--- src/hdl/cvsd_pkg.sv ---
// Shared types and constants of the CAN vehicle signal decoder.
`default_nettype none

package cvsd_pkg;

    localparam int IdWidth     = 29;
    localparam int NumIds      = 7;
    localparam int ValueWidth  = 24;
    localparam int RegAddrBits = 3;

    localparam logic [31:0] TimeoutReset = 32'd500000;

    // Division by 25 and by 5 through scaled reciprocals (exact over the operand ranges).
    localparam logic [23:0] WheelRecip = 24'd10737419;
    localparam int          WheelShift = 28;
    localparam logic [22:0] SteerRecip = 23'd6710887;
    localparam int          SteerShift = 25;

    typedef enum logic [3:0] {
        KIND_NONE     = 4'd0,
        KIND_RPM      = 4'd1,
        KIND_THROTTLE = 4'd2,
        KIND_TEMPS    = 4'd3,
        KIND_FRONT    = 4'd4,
        KIND_REAR     = 4'd5,
        KIND_STEERING = 4'd6,
        KIND_BRAKE    = 4'd7,
        KIND_TICK     = 4'd8
    } t_kind;

    typedef enum logic [RegAddrBits-1:0] {
        REG_RPM_ID      = 3'd0,
        REG_THROTTLE_ID = 3'd1,
        REG_TEMP_ID     = 3'd2,
        REG_FRONT_ID    = 3'd3,
        REG_REAR_ID     = 3'd4,
        REG_STEERING_ID = 3'd5,
        REG_BRAKE_ID    = 3'd6,
        REG_TIMEOUT     = 3'd7
    } t_reg_idx;

    typedef struct packed {
        logic [NumIds-1:0][IdWidth-1:0] ids;
        logic [31:0]                    timeout_us;
    } t_cfg;

    typedef struct packed {
        t_kind                         kind;
        logic signed [ValueWidth-1:0]  value_a;
        logic signed [ValueWidth-1:0]  value_b;
    } t_decoded;

endpackage

`default_nettype wire

--- src/hdl/cvsd_regs.sv ---
// Configuration register file with an APB-style access port.
`default_nettype none

module cvsd_regs (
    input  wire logic                 i_clk,
    input  wire logic                 i_rst_n,
    input  wire logic                 psel,
    input  wire logic                 penable,
    input  wire logic                 pwrite,
    input  wire logic [4:0]           paddr,
    input  wire logic [31:0]          pwdata,
    output logic      [31:0]          prdata,
    output logic                      pready,
    output cvsd_pkg::t_cfg            o_cfg
);

    logic [cvsd_pkg::NumIds-1:0][cvsd_pkg::IdWidth-1:0] r_ids;
    logic [31:0]                                        r_timeout;
    cvsd_pkg::t_reg_idx                                 idx;
    logic                                               wr_en;

    assign pready = 1'b1;
    assign idx    = cvsd_pkg::t_reg_idx'(paddr[4:2]);
    assign wr_en  = psel && penable && pwrite;

    always_ff @(posedge i_clk) begin
        if (!i_rst_n) begin
            r_ids     <= '0;
            r_timeout <= cvsd_pkg::TimeoutReset;
        end else if (wr_en) begin
            if (idx == cvsd_pkg::REG_TIMEOUT) begin
                r_timeout <= pwdata;
            end else begin
                r_ids[idx] <= pwdata[cvsd_pkg::IdWidth-1:0];
            end
        end
    end

    always_comb begin
        unique case (idx)
            cvsd_pkg::REG_TIMEOUT: prdata = r_timeout;
            default:               prdata = {3'd0, r_ids[idx]};
        endcase
    end

    assign o_cfg.ids        = r_ids;
    assign o_cfg.timeout_us = r_timeout;

endmodule

`default_nettype wire

--- config.mk ---
export PLATFORM = sky130hd
export DESIGN_NAME = cvsd_regs
export DESIGN_NICKNAME = d
export VERILOG_FILES = /design/src/hdl/cvsd_pkg.sv /design/src/hdl/cvsd_regs.sv
export SDC_FILE = /design/constraint.sdc
export NUM_CORES = 1
export LEC_CHECK = 0
export BUFFER_PORTS_ARGS = -buffer_cell sky130_fd_sc_hd__buf_2
export CORE_MARGIN = 10
export CORE_UTILIZATION = 40
export CTS_BUF_LIST = sky130_fd_sc_hd__clkbuf_4
export CTS_CLUSTER_SIZE = 24
export DETAILED_ROUTE_END_ITERATION = 12
export PLACE_DENSITY = 0.72
export SYNTH_ARGS = -nofsm -noshare
export SYNTH_HDL_FRONTEND = slang
export SYNTH_SLANG_ARGS = --single-unit
--- constraint.sdc ---
create_clock -name i_clk -period 2.6 [get_ports i_clk]
set_input_delay 0.52 -clock i_clk [delete_from_list [all_inputs] [get_ports i_clk]]
set_output_delay 0.52 -clock i_clk [all_outputs]
set_load 0.005 [all_outputs]
== Word level (Yosys, flattened, before mapping) ==
Cells that the tools add are included.

* Flip-flop bits (word level): 235
* Bits in latches: 0
* RAM bits: 0
* ROM bits: 0
* Input bits: 42
* Output and inout bits: 268
* Word-level logic and storage cells: 23
* Memories: 0

* Add/subtract/negate cells: 0
* Multiply operators: 0
* Div/mod/pow operators: 0
* Order comparisons: 2
* Equal/unequal tests: 1
* Shift-type cells: 0
* Mux-type cells: 6
* Bitwise logic cells: 1
* Reduce and logical (&&, ||, !) cells: 5

{| class="wikitable"
|+ Operators with widths
! operator !! number
|-
| 203-bit bitwise mux || 1
|-
| 29-bit binary-select mux with 3-bit select || 1
|-
| 29-bit demux with 3-bit select || 1
|-
| 29-bit 2-to-1 mux || 2
|-
| 32-bit 2-to-1 mux || 1
|-
| 3-bit by 4-bit < comparator with 1-bit output (second input constant) || 1
|-
| 2-bit AND reduction || 2
|-
| 3-bit == test (second input constant) || 1
|-
| 3-bit by 1-bit >= comparator with 1-bit output (second input constant) || 1
|-
| 1-bit logical AND || 3
|-
| 1-bit inverter || 1
|}

== Longest topological paths before layout ==
* Depth after elaboration: 5
* Depth in mapped cells: 7
* Mapped depth without buffers: 3

== Worst setup path after synthesis ==
OpenSTA, ideal clock, no wires.

* Path type: input-to-output
* From: input paddr[4]
* To: output prdata[16]
* Data arrival time: 1595 ps
* Data required time: 2080 ps
* Path slack: 485 ps
* Cell stages on the path: 6
* Path buffers: 3
* Cell sequence: buf_2 -> buf_2 -> buf_2 -> nor2_1 -> or3_1 -> a31oi_1

* Word-level cells in the longest chain between the ends: 3
* Elaborated cells between the ends (all ways): 4
* Classes of those cells: eq/ne (1); mux (3)

{| class="wikitable"
|+ RTL lines
! element !! line !! text
|-
| start: declaration || cvsd_regs.sv:10 || <nowiki>input wire logic [4:0] paddr,</nowiki>
|-
| 29-bit binary-select mux with 3-bit select || cvsd_regs.sv:42 || <nowiki>default: prdata = {3'd0, r_ids[idx]};</nowiki>
|-
| 29-bit 2-to-1 mux (implied by the code) || cvsd_regs.sv:42 ||
|-
| 32-bit 2-to-1 mux (*) || cvsd_regs.sv:40 || <nowiki>unique case (idx)</nowiki>
|-
| end: declaration || cvsd_regs.sv:12 || <nowiki>output logic [31:0] prdata,</nowiki>
|}

Mark *: on every way between the ends. The rest lies on a longest branch, timed or not. The select of a mux whose other input is x is not followed.

== Worst setup path in the final report ==
Same ends and word-level chain as after synthesis.

==> impl_metrics.py <==
metrics = {
    "synthesis": {
        "ys_async_sr_fraction_pct": 0,
        "synth_top_area_cell": "dfxtp_1",
        "yosys.area_share.simple_pct": 13.4,
        "synth_commonest_cells": "nand2_1, mux2i_1, dfxtp_1",
        "mappedNetlistArea_sq_um": 10400,
        "synth-edff-count": 0,
        "synth_seq_cells": 235,
        "synth_xor_area_share_pct": 0,
        "synthTopCellsByArea": "dfxtp_1, mux2i_1, nand2_1, a221oi_1, mux2_2",
        "syn_nets": 1123,
        "synth_compound_area_share_pct": 8.90,
        "synth_fa_ha_area_share_pct": 0,
        "ys.flop_type": "dfxtp_1",
        "synth_cell_types": 36,
        "ys_warn_count": 0,
        "yosysMostFrequentCell": "nand2_1",
        "synth_top_family_by_area": "multiplexers",
        "synthMuxAreaShare_pct": 27.5,
        "syn_area_per_cell_sq_um": 9.59,
        "yosys.area.top_type_share_pct": 45.4,
        "synthCells": 1081,
        "ys_seq_area_share_pct": 45.4,
    },
    "route": {
        "met2_length_um": 18800,
        "num_vias": 9798,
        "detail_route.first_pass.iterations": 5,
        "drcViolationCount": 0,
        "wl_um": 40500,
        "vias_per_cell": 5.42,
        "first_iter_violations": 625,
        "routed-wl-met3_um": 4090,
        "routed.top_layer": "met4",
        "met1_length_um": 16200,
        "wl_per_cell_um": 22.4,
        "postRouteAntennaNets": 0,
    },
    "setup_path": {
        "crit_required_ns": 2.08,
        "cp_slowest_cell": "or3_1",
        "start_kind": "primary input",
        "critical_path.cell_chain": "buf_2 -> buf_4 -> buf_6 -> a21oi_1 -> or3_1 -> a31oi_1 -> buf_2",
        "timing.critical_path.mode_cell": "buf_2",
        "crit_fanout": 24,
        "end_kind": "primary output",
        "crit_type": "primary input to primary output",
        "arrival_ns": 2.02,
        "slowest_delay_ns": 0.36,
    },
    "placement": {
        "placed_cells": 1689,
        "placed_cell_area_sq_um": 12500,
        "dp_hpwl_um": 28400,
        "gp_congestion": 0.830,
        "port_buffers": 306,
    },
    "timing": {
        "slew_headroom_pct": 60.4,
        "rsz0062_at_grt": "false",
        "period_share_pct": 97.7,
        "finalHoldViolations": 0,
        "final-setup-viol-count": 0,
        "tightest_slew_ns": 0.591,
        "fin_skew_ns": 0,
        "layout_min_cycle_time_ns": 2.54,
        "max_freq_mhz": 393,
        "slew_violations": 0,
    },
    "global_routing": {
        "first_global_vias": 10011,
        "grt_start_max_net_pins": 53,
        "grt_pass1_wl_um": 60200,
        "track_usage_pct": 23.3,
        "antenna_found_initial": 5,
        "globalRouteOverflowTotal": 0,
    },
    "job": {
        "maxCapViolations": 0,
    },
    "floorplanning": {
        "die_w_um": 181,
        "fp-row-count": 58,
        "start_util_pct": 40.9,
        "die_h_um": 181,
        "io_pins": 310,
        "dieArea_sq_um": 32700,
        "core_sq_um": 25300,
    },
    "final_layout": {
        "final_nets": 1473,
        "post-route-util_pct": 52.7,
        "area_delta_synth_final_pct": 28.7,
        "instances_no_fill": 1808,
        "final_area_sq_um": 13300,
        "drive_above_1_share_pct": 34.0,
    },
    "clock_tree": {
        "cts.path.max_buffers": 3,
        "insertion_delay_ns": 0.64,
        "cts_sinks": 235,
        "cts-hold-fix-buffers": 0,
        "tritoncts": "done",
        "htreeDepth": 3,
        "cts_root_buf": "clkbuf_4",
        "cts-buffers-inserted": 68,
        "clk_pin_slew_worst_paths_ns": 0.06,
    },
    "power_and_ir_drop": {
        "p_leak_nw": 5.93,
        "p_per_area_nw_per_um2": 562,
        "peakVddDrop_mv": 0.362,
        "p_total_mw": 7.50,
    },
    "status": {
        "status": "finished, final reports clean",
    },
    "min_path": {
        "hold_path_class": "primary input to flip-flop",
    },
}
==> cell families (layout without fill, tap and decap cells) <==
kind of cell,after synthesis,count (layout)
buf+inv,101,493
simple gates,342,342
other cells,1,6
flops,235,235
mux,283,283
compound gates,119,119
==> report_power, final <==
part | internal, mW | total (mW) | switching (mW)
clock | 1.67 | 3.23 | 1.56
sequential | 3.63 | 3.65 | 0.0226
combinational | 0.219 | 0.618 | 0.400
total | 5.52 | 7.50 | 1.98
==> path summary, 6_finish.rpt <==
kind | from | to | slack [ns] | cells past startpoint
worst min-delay path | pwdata[31] | r_timeout[31] | 0.15 | 3
worst max register to register | r_timeout[5] | r_timeout[5] | 1.88 | 2
worst max-delay path | paddr[4] | prdata[16] | 0.06 | 7
worst min register to register | o_cfg[182] | o_cfg[182] | 0.46 | 2
==> cells in the final DEF (no fill, tap or decap), types with 3 or more instances in the layout <==
cell and n:
buf_2 304, nand2_1 273, mux2i_1 267, dfxtp_1 235
clkbuf_4 95, buf_4 50, nor2_1 28, a221oi_1 24
o221ai_1 17, o22a_1 17, o22ai_1 17, mux2_2 16
a21oi_1 16, clkinv_1 13, inv_1 12, buf_12 10
nand2b_1 8, nor2b_1 8, nor2_4 7, o21ai_0 7
o311ai_0 7, diode_2 5, and2_1 5, a32o_1 5
o32a_1 5, or2_2 3, buf_6 3
==> stage by stage <==
step	hold WS (ns)	TNS (ns)	setup slack, ns
2_1_floorplan	0.460	0	0.485
3_3_place_gp	0.450	-0.0892	-0.0647
3_5_place_dp	0.456	-0.391	-0.0637
4_1_cts	0.0921	0	0.0407
5_1_grt	0.118	0	0.0140
6_report	0.147	0	0.0587
==> per-layer routing <==
metal | global-route usage (%) | up-vias
li1 | - | 4520
met1 | 27.2 | 4684
met2 | 37.8 | 504
met3 | 8.41 | 90
met4 | 9.89 | 0
met5 | 0 | -
==> state kept, by name (all words and copies together) (netlist names) <==
register and flops:
r_timeout 32, o_cfg 203
==> worst max-delay path, delay by kind of cell <==
kind,cells,cell delay [ns]
buf+inv,4,0.83
simple gates,1,0.36
compound gates,2,0.31
==> repair_timing <==
| item | CTS | global route |
|---|---|---|
| gates resized for setup | 2 | 5 |
| endpoints found under the setup margin | 3 | 10 |
| buffers inserted | 0 | 2 |
==> final cells by class <==
class                           instances  area (sq um)
Antenna cell                            5          12.5
Clock buffer                           95           713
Clock inverter                         17          66.3
Fill cell                            2321         12000
Inverter                               13          52.6
Multi-Input combinational cell        745          5230
Sequential cell                       235          4700
Tap cell                              330           413
Timing Repair Buffer                  368          2140
(Power assumes the default switching activity.)
